$ cat src/fcd_pkg.sv
// Shared constants, codes and types for the frame catch and decode block.
`default_nettype none
package fcd_pkg;

    localparam int BUF_DEPTH_DEF = 64;

    localparam int STATUS_W = 4;
    localparam int PLEN_W   = 6;
    localparam int LEN_W    = 16;

    // command codes
    localparam logic CMD_RX   = 1'b0;
    localparam logic CMD_TAKE = 1'b1;

    // framing bytes
    localparam logic [7:0] START_BYTE = 8'hFA;
    localparam logic [7:0] END_BYTE   = 8'hFB;
    localparam logic [7:0] ESC_BYTE   = 8'h2F;
    localparam logic [7:0] FLIP_MASK  = 8'h80;

    // frame layout: STX, four length bytes, data, checksum pair, ETX
    localparam int HDR_FIRST  = 1;
    localparam int HDR_LAST   = 4;
    localparam int DATA_FIRST = 5;
    localparam int LEN_MARGIN = 8;

    // capture state codes
    localparam logic [1:0] CS_IDLE     = 2'd0;
    localparam logic [1:0] CS_CATCHING = 2'd1;
    localparam logic [1:0] CS_COMPLETE = 2'd2;
    localparam logic [1:0] CS_LOCKED   = 2'd3;

    // result status codes
    localparam logic [STATUS_W-1:0] ST_BYTE    = 4'd4;
    localparam logic [STATUS_W-1:0] ST_OK      = 4'd5;
    localparam logic [STATUS_W-1:0] ST_NONE    = 4'd6;
    localparam logic [STATUS_W-1:0] ST_CRC_ERR = 4'd7;
    localparam logic [STATUS_W-1:0] ST_LEN_ERR = 4'd8;

    typedef struct packed {
        logic [STATUS_W-1:0] status;
        logic [7:0]          data_byte;
        logic [PLEN_W-1:0]   payload_length;
        logic                package_waiting;
        logic                last;
    } t_res;

    typedef struct packed {
        logic [1:0] state;
        logic       ready;
    } t_catch;

endpackage
`default_nettype wire

$ cat src/fcd_if.sv
// Valid/ready channel interfaces for the input commands and the results.
`default_nettype none
interface fcd_in_if;
    logic       valid;
    logic       ready;
    logic       cmd;
    logic [7:0] rx_byte;

    modport source (output valid, output cmd, output rx_byte, input ready);
    modport sink   (input valid, input cmd, input rx_byte, output ready);
endinterface

interface fcd_out_if;
    logic                          valid;
    logic                          ready;
    logic [fcd_pkg::STATUS_W-1:0]  status;
    logic [7:0]                    data_byte;
    logic [fcd_pkg::PLEN_W-1:0]    payload_length;
    logic                          package_waiting;
    logic                          last;

    modport source (output valid, output status, output data_byte, output payload_length,
                    output package_waiting, output last, input ready);
    modport sink   (input valid, input status, input data_byte, input payload_length,
                    input package_waiting, input last, output ready);
endinterface
`default_nettype wire

$ cat src/frame_catch_and_decode_top.sv
// Top level: input handshake, capture control, frame store, take sequencer, result register.
// Receive bytes stream one per cycle while the sink keeps up and no take runs; each
// result sits in the result register next cycle. A take walks the store in read/use
// steps (header, data, checksum pair, then data again to unescape); a length error stops
// after the header, a checksum error after the pair; input is held to the end of the take.
// Reset (synchronous, active low) clears capture state, count, lock flag and sequencer;
// the frame store is not cleared.
`default_nettype none
module frame_catch_and_decode_top #(
    parameter int BUF_DEPTH = fcd_pkg::BUF_DEPTH_DEF
) (
    input  logic              i_clk,
    input  logic              i_rst_n,
    fcd_in_if.sink            i_in,
    fcd_out_if.source         o_out
);
    import fcd_pkg::*;

    localparam int IDX_W = $clog2(BUF_DEPTH);
    localparam int CNT_W = $clog2(BUF_DEPTH + 1);

    // store ports
    logic             wr_en;
    logic [IDX_W-1:0] wr_addr;
    logic [7:0]       wr_data;
    logic             rd_en;
    logic [IDX_W-1:0] rd_addr;
    logic [7:0]       rd_data;

    // capture side
    logic [CNT_W-1:0] cat_count;
    logic             cat_ready;
    t_catch           cat_next;

    // decode side
    logic             dec_valid;
    t_res             dec_res;
    logic             dec_busy;

    // handshake
    logic slot_free;
    logic in_ready;
    logic in_xfer;
    logic rx_en;
    logic take;
    logic start;
    logic none;

    // result register
    logic r_out_valid;
    t_res r_out;
    t_res n_out;
    logic load;

    // The result register frees up in the same cycle it is drained, so receive
    // transfers flow one per cycle as long as the sink keeps up.
    assign slot_free = !r_out_valid || o_out.ready;
    // While a take is being walked nothing else is accepted.
    assign in_ready  = !dec_busy && slot_free;
    assign i_in.ready = in_ready;

    assign in_xfer = i_in.valid && in_ready;
    assign rx_en   = in_xfer && (i_in.cmd == CMD_RX);
    assign take    = in_xfer && (i_in.cmd == CMD_TAKE);
    assign start   = take && cat_ready;
    assign none    = take && !cat_ready;

    fcd_catch #(
        .BUF_DEPTH (BUF_DEPTH),
        .IDX_W     (IDX_W),
        .CNT_W     (CNT_W)
    ) u_catch (
        .i_clk     (i_clk),
        .i_rst_n   (i_rst_n),
        .i_rx_en   (rx_en),
        .i_rx_byte (i_in.rx_byte),
        .i_clear   (start),
        .o_wr_en   (wr_en),
        .o_wr_addr (wr_addr),
        .o_wr_data (wr_data),
        .o_count   (cat_count),
        .o_ready   (cat_ready),
        .o_next    (cat_next)
    );

    // Writes only happen on receive transfers and reads only during a take,
    // so the ports never touch the same entry in the same cycle.
    fcd_store #(
        .DEPTH (BUF_DEPTH),
        .IDX_W (IDX_W)
    ) u_store (
        .i_clk     (i_clk),
        .i_wr_en   (wr_en),
        .i_wr_addr (wr_addr),
        .i_wr_data (wr_data),
        .i_rd_en   (rd_en),
        .i_rd_addr (rd_addr),
        .o_rd_data (rd_data)
    );

    // Sequencer gets the fill count as it stood at the take transfer.
    fcd_decode #(
        .BUF_DEPTH (BUF_DEPTH),
        .IDX_W     (IDX_W),
        .CNT_W     (CNT_W)
    ) u_decode (
        .i_clk       (i_clk),
        .i_rst_n     (i_rst_n),
        .i_start     (start),
        .i_count     (cat_count),
        .i_rd_data   (rd_data),
        .i_slot_free (slot_free),
        .o_rd_en     (rd_en),
        .o_rd_addr   (rd_addr),
        .o_res_valid (dec_valid),
        .o_res       (dec_res),
        .o_busy      (dec_busy)
    );

    // Result select: receive status, empty take, or sequencer output.
    always_comb begin
        n_out                 = '0;
        n_out.last            = 1'b1;
        load                  = 1'b0;
        if (rx_en) begin
            load                  = 1'b1;
            n_out.status          = STATUS_W'(cat_next.state);
            n_out.package_waiting = cat_next.ready;
        end else if (none) begin
            load         = 1'b1;
            n_out.status = ST_NONE;
        end else if (dec_valid && slot_free) begin
            load  = 1'b1;
            n_out = dec_res;
        end
    end

    always_ff @(posedge i_clk) begin
        if (!i_rst_n) begin
            r_out_valid <= 1'b0;
        end else if (load) begin
            r_out_valid <= 1'b1;
        end else if (o_out.ready) begin
            r_out_valid <= 1'b0;
        end
    end

    always_ff @(posedge i_clk) begin
        if (load) begin
            r_out <= n_out;
        end
    end

    assign o_out.valid           = r_out_valid;
    assign o_out.status          = r_out.status;
    assign o_out.data_byte       = r_out.data_byte;
    assign o_out.payload_length  = r_out.payload_length;
    assign o_out.package_waiting = r_out.package_waiting;
    assign o_out.last            = r_out.last;
endmodule
`default_nettype wire

$ cat src/fcd_store.sv
// Frame store: single write port, single registered read port.
`default_nettype none
module fcd_store #(
    parameter int DEPTH = fcd_pkg::BUF_DEPTH_DEF,
    parameter int IDX_W = $clog2(DEPTH)
) (
    input  logic             i_clk,
    input  logic             i_wr_en,
    input  logic [IDX_W-1:0] i_wr_addr,
    input  logic [7:0]       i_wr_data,
    input  logic             i_rd_en,
    input  logic [IDX_W-1:0] i_rd_addr,
    output logic [7:0]       o_rd_data
);
    logic [7:0] r_mem [DEPTH];
    logic [7:0] r_rd_data;

    always_ff @(posedge i_clk) begin
        if (i_wr_en) begin
            r_mem[i_wr_addr] <= i_wr_data;
        end
    end

    // read data holds while no read is issued
    always_ff @(posedge i_clk) begin
        if (i_rd_en) begin
            r_rd_data <= r_mem[i_rd_addr];
        end
    end

    assign o_rd_data = r_rd_data;
endmodule
`default_nettype wire

$ cat src/fcd_catch.sv
// Capture control: start/end byte tracking, fill count and lock flag.
`default_nettype none
module fcd_catch #(
    parameter int BUF_DEPTH = fcd_pkg::BUF_DEPTH_DEF,
    parameter int IDX_W     = $clog2(BUF_DEPTH),
    parameter int CNT_W     = $clog2(BUF_DEPTH + 1)
) (
    input  logic                i_clk,
    input  logic                i_rst_n,
    input  logic                i_rx_en,
    input  logic [7:0]          i_rx_byte,
    input  logic                i_clear,
    output logic                o_wr_en,
    output logic [IDX_W-1:0]    o_wr_addr,
    output logic [7:0]          o_wr_data,
    output logic [CNT_W-1:0]    o_count,
    output logic                o_ready,
    output fcd_pkg::t_catch     o_next
);
    import fcd_pkg::*;

    logic [1:0]       r_state;
    logic [1:0]       n_state;
    logic [CNT_W-1:0] r_count;
    logic [CNT_W-1:0] n_count;
    logic             r_ready;
    logic             n_ready;
    logic             full;

    assign full = (r_count >= CNT_W'(BUF_DEPTH));

    always_comb begin
        n_state   = r_state;
        n_count   = r_count;
        n_ready   = r_ready;
        o_wr_en   = 1'b0;
        o_wr_addr = r_count[IDX_W-1:0];
        o_wr_data = i_rx_byte;
        if (i_clear) begin
            n_state = CS_IDLE;
            n_count = '0;
            n_ready = 1'b0;
        end else if (i_rx_en) begin
            if (r_ready) begin
                n_state = CS_LOCKED;
            end else if (i_rx_byte == START_BYTE) begin
                o_wr_en   = 1'b1;
                o_wr_addr = '0;
                n_count   = CNT_W'(1);
                n_state   = CS_CATCHING;
            end else if (i_rx_byte == END_BYTE) begin
                if (r_state != CS_CATCHING || full) begin
                    n_state = CS_IDLE;
                    n_count = '0;
                end else begin
                    o_wr_en = 1'b1;
                    n_count = r_count + CNT_W'(1);
                    n_state = CS_COMPLETE;
                    n_ready = 1'b1;
                end
            end else if (r_state == CS_CATCHING) begin
                if (full) begin
                    n_state = CS_IDLE;
                    n_count = '0;
                end else begin
                    o_wr_en = 1'b1;
                    n_count = r_count + CNT_W'(1);
                end
            end
        end
    end

    always_ff @(posedge i_clk) begin
        if (!i_rst_n) begin
            r_state <= CS_IDLE;
            r_count <= '0;
            r_ready <= 1'b0;
        end else begin
            r_state <= n_state;
            r_count <= n_count;
            r_ready <= n_ready;
        end
    end

    assign o_count      = r_count;
    assign o_ready      = r_ready;
    assign o_next.state = n_state;
    assign o_next.ready = n_ready;

    a_count_bound: assert property (@(posedge i_clk) disable iff (!i_rst_n)
        r_count <= CNT_W'(BUF_DEPTH))
        else $error("fill count beyond store depth");

    a_ready_locked: assert property (@(posedge i_clk) disable iff (!i_rst_n)
        r_ready |-> (r_state == CS_COMPLETE || r_state == CS_LOCKED))
        else $error("package waiting while not complete or locked");

    a_catch_nonempty: assert property (@(posedge i_clk) disable iff (!i_rst_n)
        (r_state == CS_CATCHING) |-> (r_count != '0))
        else $error("catching with empty store");
endmodule
`default_nettype wire

$ cat src/fcd_decode.sv
// Take sequencer: header, length check, checksum pass, unescaping pass.
`default_nettype none
module fcd_decode #(
    parameter int BUF_DEPTH = fcd_pkg::BUF_DEPTH_DEF,
    parameter int IDX_W     = $clog2(BUF_DEPTH),
    parameter int CNT_W     = $clog2(BUF_DEPTH + 1)
) (
    input  logic             i_clk,
    input  logic             i_rst_n,
    input  logic             i_start,
    input  logic [CNT_W-1:0] i_count,
    input  logic [7:0]       i_rd_data,
    input  logic             i_slot_free,
    output logic             o_rd_en,
    output logic [IDX_W-1:0] o_rd_addr,
    output logic             o_res_valid,
    output fcd_pkg::t_res    o_res,
    output logic             o_busy
);
    import fcd_pkg::*;

    localparam logic [2:0] SQ_IDLE = 3'd0;
    localparam logic [2:0] SQ_RD   = 3'd1;
    localparam logic [2:0] SQ_USE  = 3'd2;
    localparam logic [2:0] SQ_LCK  = 3'd3;
    localparam logic [2:0] SQ_FIN  = 3'd4;

    localparam logic [1:0] PH_HDR = 2'd0;
    localparam logic [1:0] PH_CHK = 2'd1;
    localparam logic [1:0] PH_DEC = 2'd2;

    logic [2:0]          r_state;
    logic [1:0]          r_phase;
    logic [CNT_W-1:0]    r_pos;
    logic [CNT_W-1:0]    r_cur;
    logic [CNT_W-1:0]    r_n;
    logic [CNT_W-1:0]    r_end;
    logic [LEN_W-1:0]    r_len;
    logic [7:0]          r_crc;
    logic [7:0]          r_c0;
    logic                r_esc;
    logic [PLEN_W-1:0]   r_oi;
    logic [STATUS_W-1:0] r_fin;

    logic       emit;
    logic [7:0] dec_val;
    logic [7:0] rx_sum;
    logic       len_bad;
    logic       dec_done;

    assign emit     = (r_state == SQ_USE) && (r_phase == PH_DEC)
                    && (r_esc || (i_rd_data != ESC_BYTE));
    assign dec_val  = !r_esc ? i_rd_data
                    : ((i_rd_data == ESC_BYTE) ? ESC_BYTE : (i_rd_data ^ FLIP_MASK));
    assign rx_sum   = i_rd_data | {4'h0, r_c0[7:4]} | {i_rd_data[3:0], 4'h0};
    assign len_bad  = ({1'b0, r_len} + (LEN_W+1)'(LEN_MARGIN)) > (LEN_W+1)'(r_n);
    assign dec_done = (r_phase == PH_DEC) && !r_esc && (r_pos >= r_end);

    assign o_rd_en   = (r_state == SQ_RD) && !dec_done;
    assign o_rd_addr = r_pos[IDX_W-1:0];
    assign o_busy    = (r_state != SQ_IDLE);

    assign o_res_valid = emit || (r_state == SQ_FIN);

    always_comb begin
        o_res                 = '0;
        o_res.last            = 1'b1;
        if (r_state == SQ_FIN) begin
            o_res.status         = r_fin;
            o_res.payload_length = r_oi;
        end else begin
            o_res.status    = ST_BYTE;
            o_res.data_byte = dec_val;
            o_res.last      = 1'b0;
        end
    end

    always_ff @(posedge i_clk) begin
        if (!i_rst_n) begin
            r_state <= SQ_IDLE;
            r_phase <= PH_HDR;
            r_esc   <= 1'b0;
        end else begin
            case (r_state)
                SQ_IDLE: begin
                    if (i_start) begin
                        r_state <= SQ_RD;
                        r_phase <= PH_HDR;
                        r_pos   <= CNT_W'(HDR_FIRST);
                        r_n     <= i_count;
                        r_len   <= '0;
                        r_crc   <= '0;
                        r_oi    <= '0;
                        r_esc   <= 1'b0;
                    end
                end
                SQ_RD: begin
                    if (dec_done) begin
                        r_fin   <= ST_OK;
                        r_state <= SQ_FIN;
                    end else begin
                        r_cur   <= r_pos;
                        r_pos   <= r_pos + CNT_W'(1);
                        r_state <= SQ_USE;
                    end
                end
                SQ_USE: begin
                    case (r_phase)
                        PH_HDR: begin
                            r_crc <= r_crc ^ i_rd_data;
                            if (r_cur == CNT_W'(HDR_FIRST)) begin
                                r_len <= r_len | LEN_W'(i_rd_data[7:4]);
                            end else if (r_cur == CNT_W'(HDR_FIRST + 1)) begin
                                r_len <= r_len | LEN_W'(i_rd_data);
                            end else if (r_cur == CNT_W'(HDR_FIRST + 2)) begin
                                r_len <= r_len | (LEN_W'(i_rd_data) << 4);
                            end else begin
                                r_len <= r_len | (LEN_W'(i_rd_data) << 8);
                            end
                            r_state <= (r_cur == CNT_W'(HDR_LAST)) ? SQ_LCK : SQ_RD;
                        end
                        PH_CHK: begin
                            if (r_cur < r_end) begin
                                r_crc   <= r_crc ^ i_rd_data;
                                r_state <= SQ_RD;
                            end else if (r_cur == r_end) begin
                                r_c0    <= i_rd_data;
                                r_state <= SQ_RD;
                            end else if (rx_sum != r_crc) begin
                                r_fin   <= ST_CRC_ERR;
                                r_state <= SQ_FIN;
                            end else begin
                                r_phase <= PH_DEC;
                                r_pos   <= CNT_W'(DATA_FIRST);
                                r_state <= SQ_RD;
                            end
                        end
                        default: begin
                            if (!emit || i_slot_free) begin
                                if (emit) begin
                                    r_oi <= r_oi + PLEN_W'(1);
                                end
                                r_esc   <= !r_esc && (i_rd_data == ESC_BYTE);
                                r_state <= SQ_RD;
                            end
                        end
                    endcase
                end
                SQ_LCK: begin
                    if (len_bad) begin
                        r_fin   <= ST_LEN_ERR;
                        r_state <= SQ_FIN;
                    end else begin
                        // data ends just before the checksum pair
                        r_end   <= r_len[CNT_W-1:0] + CNT_W'(DATA_FIRST);
                        r_phase <= PH_CHK;
                        r_state <= SQ_RD;
                    end
                end
                SQ_FIN: begin
                    if (i_slot_free) begin
                        r_state <= SQ_IDLE;
                    end
                end
                default: r_state <= SQ_IDLE;
            endcase
        end
    end

    a_read_in_frame: assert property (@(posedge i_clk) disable iff (!i_rst_n)
        (o_rd_en && r_phase != PH_HDR) |-> (r_pos < r_n))
        else $error("read past end of captured frame");

    a_count_le_len: assert property (@(posedge i_clk) disable iff (!i_rst_n)
        (r_state != SQ_IDLE && r_phase == PH_DEC) |-> (LEN_W'(r_oi) <= r_len))
        else $error("decoded more bytes than the length field");

    a_start_enters: assert property (@(posedge i_clk) disable iff (!i_rst_n)
        (i_start && r_state == SQ_IDLE) |=> (r_state == SQ_RD && r_phase == PH_HDR))
        else $error("take did not start the header pass");
endmodule
`default_nettype wire

$ cat src/flat_wrapper.sv
// flat-port wrapper written by rule: the top's interface ports become plain ports
module frame_catch_and_decode_top_flat import fcd_pkg::*;
#(
    parameter int BUF_DEPTH = fcd_pkg::BUF_DEPTH_DEF
)
  (i_clk, i_rst_n, i_in_valid, i_in_cmd, i_in_rx_byte, i_in_ready, o_out_valid, o_out_status, o_out_data_byte, o_out_payload_length, o_out_package_waiting, o_out_last, o_out_ready);
  fcd_in_if i_in_i ();
  fcd_out_if o_out_i ();
  input  logic i_clk;
  input  logic i_rst_n;
  input wire logic [$bits(i_in_i.valid)-1:0] i_in_valid;
  input wire logic [$bits(i_in_i.cmd)-1:0] i_in_cmd;
  input wire logic [$bits(i_in_i.rx_byte)-1:0] i_in_rx_byte;
  output wire logic [$bits(i_in_i.ready)-1:0] i_in_ready;
  output wire logic [$bits(o_out_i.valid)-1:0] o_out_valid;
  output wire logic [$bits(o_out_i.status)-1:0] o_out_status;
  output wire logic [$bits(o_out_i.data_byte)-1:0] o_out_data_byte;
  output wire logic [$bits(o_out_i.payload_length)-1:0] o_out_payload_length;
  output wire logic [$bits(o_out_i.package_waiting)-1:0] o_out_package_waiting;
  output wire logic [$bits(o_out_i.last)-1:0] o_out_last;
  input wire logic [$bits(o_out_i.ready)-1:0] o_out_ready;
  assign i_in_i.valid = i_in_valid;
  assign i_in_i.cmd = i_in_cmd;
  assign i_in_i.rx_byte = i_in_rx_byte;
  assign i_in_ready = i_in_i.ready;
  assign o_out_valid = o_out_i.valid;
  assign o_out_status = o_out_i.status;
  assign o_out_data_byte = o_out_i.data_byte;
  assign o_out_payload_length = o_out_i.payload_length;
  assign o_out_package_waiting = o_out_i.package_waiting;
  assign o_out_last = o_out_i.last;
  assign o_out_i.ready = o_out_ready;
  frame_catch_and_decode_top #(.BUF_DEPTH(BUF_DEPTH)) u_core (.i_clk(i_clk), .i_rst_n(i_rst_n), .i_in(i_in_i), .o_out(o_out_i));
endmodule
$ cat config.mk
export PLATFORM = sky130hd
export DESIGN_NAME = frame_catch_and_decode_top_flat
export DESIGN_NICKNAME = d
export VERILOG_FILES = /design/src/fcd_pkg.sv /design/src/fcd_if.sv /design/src/frame_catch_and_decode_top.sv /design/src/fcd_store.sv /design/src/fcd_catch.sv /design/src/fcd_decode.sv /design/src/flat_wrapper.sv
export SDC_FILE = /design/constraint.sdc
export NUM_CORES = 1
export LEC_CHECK = 0
export CORE_ASPECT_RATIO = 0.8
export CORE_MARGIN = 2
export CORE_UTILIZATION = 58
export DETAILED_ROUTE_END_ITERATION = 7
export DONT_BUFFER_PORTS = 1
export PLACE_DENSITY = 0.74
export SYNTH_ARGS = -nofsm -noshare
export SYNTH_HDL_FRONTEND = slang
export SYNTH_SLANG_ARGS = --single-unit
$ cat constraint.sdc
create_clock -name i_clk -period 9.3 [get_ports i_clk]
set_input_delay 0.465 -clock i_clk [delete_from_list [all_inputs] [get_ports i_clk]]
set_output_delay 0.465 -clock i_clk [all_outputs]
set_load 0.02 [all_outputs]
-- Word level (Yosys, flattened, before mapping)
Memories as Yosys holds them, arrays and structs flattened. A register that Yosys moved wholly into a read port is not among the register bits.
Index checks and enable logic that the tools add are counted.
- memory bits (writable): 512
- word-level logic and storage cells: 235
- memories: 1
- register bits after elaboration: 107
- memories (name ; depth ; width ; rd ports ; clocked after Yosys merged registers in ; write ports ; line ; text):
    u_core.u_store.r_mem ; 64 ; 8 ; 1 ; 1 ; 1 ; fcd_store.sv:15 ; logic [7:0] r_mem [DEPTH];
- magnitude comparators: 4
- eq/ne operators: 36
- reduce and logical (&&, ||, !) cells: 51
- bitwise logic cells: 16
- add/subtract/negate cells: 5
- multiplexer cells: 99
- operators by type and width (cell ; number):
    $mux W16 ; 5
    $mux W7 ; 11
    $mux W6 ; 9
    $mux W8 ; 5
    $mux W2 ; 17
    $pmux W16 S2 ; 1
    $pmux W8 S2 ; 2
    $mux W3 ; 10
    $mux W1 ; 25
    $mux W4 ; 6
    $pmux W7 S3 ; 1
    $mux W19 ; 1
    $ne A2 B2 Y1 const B ; 9
    $add A16 B4 Y17 const B ; 1
    $gt A17 B7 Y1 ; 1
    $eq A8 B8 Y1 const B ; 2
    $or A16 B12 Y16 ; 1
    $or A16 B16 Y16 ; 1
    $or A16 B4 Y16 ; 1
    $or A16 B8 Y16 ; 1
    $reduce_and A8 Y1 ; 2
    $pmux W3 S5 ; 1
    $reduce_and A3 Y1 ; 5
    $reduce_bool A3 Y1 ; 5
    other kinds (44) ; 88

-- Depth between registers and ports, before layout
Gate-level depths: netlist of the first run.
- depth after elaboration: 10
- depth in mapped cells: 11
- depth with buffers taken out: 9

-- Modules after synthesis
From an unflattened synthesis of the first run, not the netlist that was laid out.
- cells, all modules: 1529
- area, all modules: 26052.5 um2
- by module, submodules not included (module ; cells each ; instances ; sequential area each (um2) ; area an instance (um2)):
    fcd_store ; 972 ; 1 ; 15615.0 ; 20270.7
    fcd_decode ; 407 ; 1 ; 2072.0 ; 4170.2
    frame_catch_and_decode_top ; 60 ; 1 ; 620.6 ; 879.6
    fcd_catch ; 90 ; 1 ; 200.2 ; 732.0

-- Worst setup path after synthesis of the first run
No wires, ideal clock.
- kind: register -> register
- from: register u_core.u_decode.r_state[1]
- to: register u_core.r_out, in the netlist u_core.o_out.data_byte[0], enable pin
- arrival: 2937 ps
- cell stages (with the launch flop): 9
- setup time: 425 ps
- path slack: 5938 ps
- clock period less this slack: 3362 ps
- path through: dfxtp_1 > buf_2 > inv_1 > or3_1 > clkbuf_1 > inv_2 > o2111a_1 > a21oi_1 > o21ai_0
- longest elaborated chain between the ends: 8
- elaborated cells on any way between the ends: 16
- RTL lines (what ; line ; text):
    start, declared ; fcd_decode.sv:32 ; logic [2:0] r_state;
    start signal, assigned ; fcd_decode.sv:120 ; r_state <= (r_cur == CNT_W'(HDR_LAST)) ? SQ_LCK : SQ_RD;
    $eq A3 B2 Y1 / $reduce_bool A3 Y1 (equally long branches) ; fcd_decode.sv:51, fcd_decode.sv:61 ;
    $logic_and A1 B1 Y1 / $logic_not A1 Y1 (equally long branches) ; fcd_decode.sv:51, frame_catch_and_decode_top.sv:59 ;
    $logic_and A1 B1 Y1 (on tied branches) ; fcd_decode.sv:52, frame_catch_and_decode_top.sv:59 ;
    $logic_or A1 B1 Y1 / $logic_and A1 B1 Y1 (equally long branches) ; fcd_decode.sv:63, frame_catch_and_decode_top.sv:62 ;
    $logic_and A1 B1 Y1 (on tied branches) ; frame_catch_and_decode_top.sv:132, frame_catch_and_decode_top.sv:64 ;
    $mux W1 / $logic_and A1 B1 Y1 (equally long branches) ; frame_catch_and_decode_top.sv:132, frame_catch_and_decode_top.sv:66 ;
    $mux W1 ; frame_catch_and_decode_top.sv:129 ; end else if (none) begin
    $mux W1 (*) ; frame_catch_and_decode_top.sv:125 ; if (rx_en) begin
    named net u_core.load ; frame_catch_and_decode_top.sv:53 ; logic load;
    end signal, assigned ; frame_catch_and_decode_top.sv:150 ; r_out <= n_out;
    end, declared ; frame_catch_and_decode_top.sv:51 ; t_res r_out;
Mark *: on every way through the listed nets, which the timed path passes. The rest lies on a longest branch.
A chain may end at the register's enable or synchronous reset.

-- Worst setup path after layout of the first run
- from: register u_core.r_out_valid, in the netlist u_core.o_out.valid
- to: memory u_core.u_store.r_mem[22][5], enable pin
- longest elaborated chain between the ends: 9
- elaborated cells on any way between the ends: 13
- RTL lines (what ; line ; text):
    start, declared ; frame_catch_and_decode_top.sv:50 ; logic r_out_valid;
    start signal, assigned ; frame_catch_and_decode_top.sv:140 ; r_out_valid <= 1'b0;
    start signal, assigned ; frame_catch_and_decode_top.sv:142 ; r_out_valid <= 1'b1;
    start signal, assigned ; frame_catch_and_decode_top.sv:144 ; r_out_valid <= 1'b0;
    $logic_not A1 Y1 (*) ; frame_catch_and_decode_top.sv:57 ; assign slot_free = !r_out_valid || o_out.ready;
    $logic_or A1 B1 Y1 (*) ; frame_catch_and_decode_top.sv:57 ;
    $logic_and A1 B1 Y1 (*) ; frame_catch_and_decode_top.sv:59 ; assign in_ready = !dec_busy && slot_free;
    $logic_and A1 B1 Y1 (*) ; frame_catch_and_decode_top.sv:62 ; assign in_xfer = i_in.valid && in_ready;
    $logic_and A1 B1 Y1 (on tied branches) ; frame_catch_and_decode_top.sv:63, frame_catch_and_decode_top.sv:64 ;
    $mux W1 / $logic_and A1 B1 Y1 (equally long branches) ; fcd_catch.sv:43, frame_catch_and_decode_top.sv:65 ;
    $mux W1 ; fcd_catch.sv:39 ; if (i_clear) begin
    $mux W1 ; fcd_store.sv:19 ; if (i_wr_en) begin
    $mux W1 (implied by the code) ; fcd_store.sv:20 ; r_mem[i_wr_addr] <= i_wr_data;
    end, declared ; fcd_store.sv:15 ;
Mark *: on every way between the ends. The rest lies on a longest branch, timed or not.

==> results of run 1 <==
state kept, by name (all words and copies together), names as in the netlist, 2 cells and up:
register,cells
u_core.u_decode.r_cur,7
u_core.u_decode.r_n,7
u_core.u_decode.r_len,16
u_core.u_decode.r_crc,8
u_core.u_decode.r_c0,4
u_core.u_decode.r_phase,2
u_core.u_store.r_mem,512
u_core.u_store.o_rd_data,8
u_core.u_decode.r_fin,3
u_core.u_decode.r_oi,6
u_core.o_out.data_byte,8
u_core.u_decode.r_pos,7
u_core.u_decode.r_end,7
u_core.o_out.status,4
u_core.u_catch.o_count,7
u_core.u_decode.r_state,3
u_core.o_out.payload_length,6
u_core.u_catch.r_state,2
stage by stage:
| step | cells | hold WS (ps) |
|---|---|---|
| final | 1978 | 56.9 |
| after global routing | 1978 | 57.4 |
| after CTS | 1978 | 31.8 |
| after detailed placement | 1868 | 501 |
| after global placement | 1868 | 504 |
| after floorplan | 1360 | 406 |
per-layer routing:
layer / GRT usage / wire length, um
met1: 0.376 / 22900
met3: 0.0839 / 6890
met4: 0.0549 / 1040
met5: 0 / 13
met2: 0.378 / 25400
layout make-up:
type                            count  area, sq um
Clock buffer                       63         1470
Tap cell                          560          701
Sequential cell                   622        18500
Multi-Input combinational cell    642         6420
Fill cell                        2825        15200
Inverter                           33          124
Clock inverter                     38          439
Timing Repair Buffer               20          313
critical path: cells and delay by family (launching register included):
kind	cells	cell delay, ps
DFF	1	380
and+or+nand+nor	6	3390
path summary, 6_finish.rpt:
check	start	end	cells past startpoint
max	u_core.o_out.valid	u_core.u_store.r_mem[22][5]	6
min	i_rst_n	u_core.u_decode.r_state[2]	2
max reg2reg	u_core.o_out.valid	u_core.u_store.r_mem[22][5]	6
min reg2reg	u_core.u_decode.r_fin[3]	u_core.o_out.status[3]	1
power groups by stage:
stage               Combinational, uW  Sequential [uW]  Clock (uW)
global placement                 11.1             3140           0
finish                           60.8             3080        2410
CTS                              61.2             3080        2430
floorplan                        8.75             3140           0
detailed placement               11.4             3140           0
global route                     65.9             3080        2540
cells by family (layout without fill, tap and decap cells):
family	count (synthesis)	count (layout)	synth area share
adders and majority gates	27	27	0.0133
AOI/OAI and AO/OA	116	116	0.0296
muxes	171	171	0.145
xor gates and xnor gates	27	27	0.00933
DFF	622	622	0.730
and+or+nand+nor	301	301	0.0562
buffers and inverters	96	154	0.0170
layout by cell type (no fill, tap or decap), drive strengths merged, types with 7 or more instances in the layout:
cell / count
dfxtp: 17
nor3: 16
nand2b: 9
o21ai: 18
mux2: 13
nand3b: 8
xor2: 10
buf: 19
o22ai: 12
nor4: 7
and2: 11
nand4: 10
nand3: 27
a21oi: 41
nand2: 39
inv: 34
bufinv: 9
clkbuf: 63
ha: 27
nor2: 142
mux4: 155
clkinv: 24
and3: 10
xnor2: 17
a31oi: 7
edfxtp: 605
==> impl_results.md, run 1 <==
- Status: finished, final reports clean
- Share of the synthesized area in the top cell type: 0.717
- Placer Congestion: 0.831
- Peak VDD IR: 0.185 mV
- Synthesis-stage register bit count: slightly above 600
- Int Pwr: 4470 uW
- Pre-CTS WS: 5310 ps
- Vias in the first global route: 12980
- Post CTS Setup Buffer Count: 0
- Final instance area: 28000 sq um
- Starting DRT DRC Count: 1625
- WP data required: approximately 9500 ps
- CP max stage delay: 740 ps
- Leakage: 0.00888 uW
- Max frequency: 242 MHz
- Antenna Cells: 0
- Port buffer count: 0
- Total clock sinks: 622
- Max-slew violation count: 0
- Core area: 43100 sq um
- Via/cell ratio: 6.62
- Final setup fails: 0
- Reg-to-reg slack, setup: 5160 ps
- Comb power frac: 0.011
- # H-tree levels: 2
- IO Pins: 35
- Critical Path Slowest Stage Cell: nor2_1
- Area growth syn-to-layout: 10.3%
- Remaining Overflow, GRT: 0
- Crit Path Max Fanout: 14
- Ys flop type: edfxtp_1
- Cell mode on critical path: nand4_1
- Flop pwr share: 0.555
- Root buffer cell: clkbuf_16
- Cell Chain, Critical Path: nand2b_1, nand4_1, nor4_2, nor2b_1, nand4_1, nor2_1
- Clock Latency Late Sink: 610 ps
- Synth async-reset ratio: 0
- Setup total negative slack: 0 ps
- Top cell types by occurrence after synthesis: edfxtp_1, mux4_2, nor2_1, a21oi_1, nand2_1
- Period Utilization, post-route: 0.445
- Initial antenna violation count: 1
- Final Skew: 20.4 ps
- P_sw: 1080 uW
- Vias: 13089
- Die Outline Area: 45400 sq um
- Mapped Nets: 1400
- Worst-path clk slew: 60 ps
- Syn avg cell area: between 15 and 20 sq um
- # hold bufs at CTS: 9
- Clock power share: 0.434
- Avg WL per Cell: roughly 28 um
- DRT antenna net count: 0
- DP HPWL: 32.7 mm
- Element type at the critical path end: register
- First-pass DRT Iterations: 5
- FP Rows: 68
- # resized after CTS: 0
- Max-slew headroom: 0.276
- Max Cap Viol: 0
- Die H: 191 um
- Period minus WS final: 4140 ps
- Top-count cell post-synth: edfxtp_1
- WP data arrival: 4380 ps
- CTS max path bufs: 3
- Layout cells sized above 1: 0.195
- Largest cells by area after synthesis: edfxtp_1, mux4_2, nor2_1
- Largest net degree at the start of global routing: 65
- Sw frac: 0.195
- Post-synthesis sequential area ratio: 0.730
- Distinct cell type count after synthesis: 62
- First-pass GRT wire length: 84.2 mm
- Placed cell areas: 25800 sq um
- Mapped Area: 25400 sq um
- Startpoint Class: register
- Die width: 238 um
- Number of synthesis warnings: 0
- Pwr Total: 5550 uW
- DRC: 0
- Area leader, netlist: edfxtp_1
- Slew @ Worst Pin: 1080 ps
- Cells after synthesis: about 1400
- Starting density of the core: 0.588
- TritonCTS buffer count: 57
- TritonCTS clock tree: built
- Critical path class: reg -> reg
- Post-synth EDFFs: 605
- Fin. Hold Viols: 0
- Final WS setup: about 5200 ps
- Total track usage: 0.255
- Final #Nets: 1416
- Util after Layout: 0.649
- Hold Path Class: in -> reg
- PD cells: 198 nW/um^2
- Detailed Route WL: 56.2 mm
- RSZ-0062 raised after global routing: no
No activity file was read; power rests on OpenSTA's default activity.
==> inputs of run 2 (changes only) <==
--- a/config.mk
+++ b/config.mk
@@ -7,10 +7,10 @@
 export LEC_CHECK = 0
 export CORE_ASPECT_RATIO = 0.8
 export CORE_MARGIN = 2
-export CORE_UTILIZATION = 58
+export CORE_UTILIZATION = 57
 export DETAILED_ROUTE_END_ITERATION = 7
 export DONT_BUFFER_PORTS = 1
-export PLACE_DENSITY = 0.74
+export PLACE_DENSITY = 0.75
 export SYNTH_ARGS = -nofsm -noshare
 export SYNTH_HDL_FRONTEND = slang
 export SYNTH_SLANG_ARGS = --single-unit
==> constraint.sdc (replaced) <==
create_clock -name i_clk -period 3.7 [get_ports i_clk]
set_input_delay 0.185 -clock i_clk [delete_from_list [all_inputs] [get_ports i_clk]]
set_output_delay 0.185 -clock i_clk [all_outputs]
set_load 0.02 [all_outputs]
==> impl_results.md, run 2 (synthesis results as in run 1) <==
- # resized after CTS: 0
- Reg with most FFs: u_core.u_store.r_mem
- Area growth syn-to-layout: 13.4%
- R2r worst-path depth: 8
- Starting density of the core: 0.575
- Period minus WS final: 3350 ps
- Hold Path Class: in -> reg
- Element type at the critical path end: register
- Cell mode on critical path: buf_4
- Critical Path Slowest Stage Cell: nor4_2
- Via/cell ratio: around 6.3
- Vias: 13349
- RSZ-0062 raised after global routing: no
- Reg-to-reg slack, setup: 350 ps
- Post CTS Setup Buffer Count: 0
- Worst-path clk slew: about 60 ps
- PD cells: approximately 490 nW/um^2
- Placer Congestion: 0.877
- Max-slew headroom: 0.348
- Max Cap Viol: 0
- Cell Chain, Critical Path: nor3_2, nand4_1, nor4_2, nor2b_1, nand3_1, buf_4, nor2_1, buf_4
- DRC: 0
- Crit Path Max Fanout: 12
- Final Skew: 19.2 ps
- Int Pwr: 11200 uW
- Flip-flop count of the largest register after layout: 512
- Remaining Overflow, GRT: 0
- Final #Nets: 1499
- Slew @ Worst Pin: 970 ps
- WP data required: just over 4000 ps
- Met1 Use GR: 0.362
- Initial antenna violation count: 8
- Setup total negative slack: 0 ps
- Die Outline Area: between 40000 and 50000 sq um
- Gr busiest metal: met2
- Fin. Hold Viols: 0
- Max-slew violation count: 0
- TritonCTS buffer count: 57
- Most frequent cells in the layout: edfxtp_1, mux4_2, nor2_1
- TritonCTS clock tree: built
- Core area: 44100 sq um
- DP HPWL: 32.7 mm
- Detailed Route WL: 56.4 mm
- Flop pwr share: 0.555
- P_sw: ~2700 uW
- IO Pins: 35
- Comb power frac: 0.012
- Routing usage on met3: 0.0741
- Avg WL per Cell: 26.6 um
- Die H: 193 um
- Critical path class: reg -> reg
- Sw frac: 0.197
- Status: finished, final reports clean
- CP max stage delay: 630 ps
- Starting DRT DRC Count: 1786
- FP Rows: between 60 and 70
- Commonest non-fill, non-tap cell in the layout: edfxtp_1
- Port buffer count: 0
- Layout cells sized above 1: 0.235
- Total track usage: 0.254
- WP data arrival: about 3700 ps
- Max frequency: 299 MHz
- Largest net degree at the start of global routing: 76
- First-pass GRT wire length: between 80 and 90 mm
- # H-tree levels: 2
- Clock Latency Late Sink: 630 ps
- Leakage: 0.00933 uW
- Vias in the first global route: 13238
- CTS max path bufs: 3
- Met2 Use GR: 0.388
- Period Utilization, post-route: 0.905
- Clock power share: 0.433
- First-pass DRT Iterations: 5
- Largest regs: u_core.u_store.r_mem (512), u_core.u_decode.r_len (16)
- Root buffer cell: clkbuf_16
- Startpoint Class: register
- Final setup fails: 0
- Hold Path Depth: 3
- DRT antenna net count: 0
- Die width: 240 um
- Peak VDD IR: between 0.4 and 0.5 mV
- Util after Layout: 0.652
- Total clock sinks: 622
## run 2: final cells by class
| cell class | count | area [sq um] |
|---|---|---|
| clock buffers | 69 | 1530 |
| diodes | 8 | 20.0 |
| multi-input cells | 642 | 6420 |
| clock inverters | 39 | 403 |
| inverters | 33 | 124 |
| repair buffers | 103 | 1000 |
| fillers | 2919 | 15400 |
| flip-flops and latches | 622 | 18500 |
| well taps | 603 | 754 |
## run 2: per-stage QoR
step           power (uW)  instance area, sq um  instances  hold WS [ps]  setup slack (ps)
4_1_cts             14000                 28700       2111          23.7               486
5_1_grt             14300                 28700       2112          58.0               186
3_3_place_gp         7920                 26500       1983           288               555
2_1_floorplan        7910                 25400       1360           284               338
6_report            14000                 28800       2119          49.1               352
3_5_place_dp         7920                 26500       1983           289               508
## run 2: worst paths after layout
check | start | to
worst max-delay path | u_core.u_decode.r_state[2] | u_core.u_store.r_mem[4][3]
worst min-delay path | i_in_valid | u_core.u_catch.o_ready
worst max register to register | u_core.u_decode.r_state[2] | u_core.u_store.r_mem[4][3]
worst min register to register | u_core.u_decode.r_fin[3] | u_core.o_out.status[3]
## run 2: worst max-delay path: cells and delay by family, from the launching register on
kind | cells | cell delay [ps]
flip-flops | 1 | 430
buffers and inverters | 2 | 490
AND/OR/NAND/NOR | 6 | 2140
## run 2: power by group through the flow
stage / Clock, uW / Combinational (uW) / Sequential (uW)
4_1_cts: 6120 / 167 / 7740
3_3_place_gp: 0 / 31.1 / 7890
5_1_grt: 6380 / 180 / 7740
3_5_place_dp: 0 / 32.1 / 7890
6_report: 6050 / 167 / 7740
2_1_floorplan: 0 / 22.0 / 7890
## run 2: layer usage
metal / part of all wire / vias up
met4: 0.024 / 4
met5: 0.00050 / -
met3: 0.10 / 104
li1: - / 5713
met1: 0.41 / 6851
met2: 0.47 / 677
## run 2: what timing repair did
| item | in CTS | in global routing |
|---|---|---|
| endpoints found under the hold margin | 535 | 0 |
| endpoints found under the setup margin | 0 | 0 |
| hold buffers | 20 | 0 |
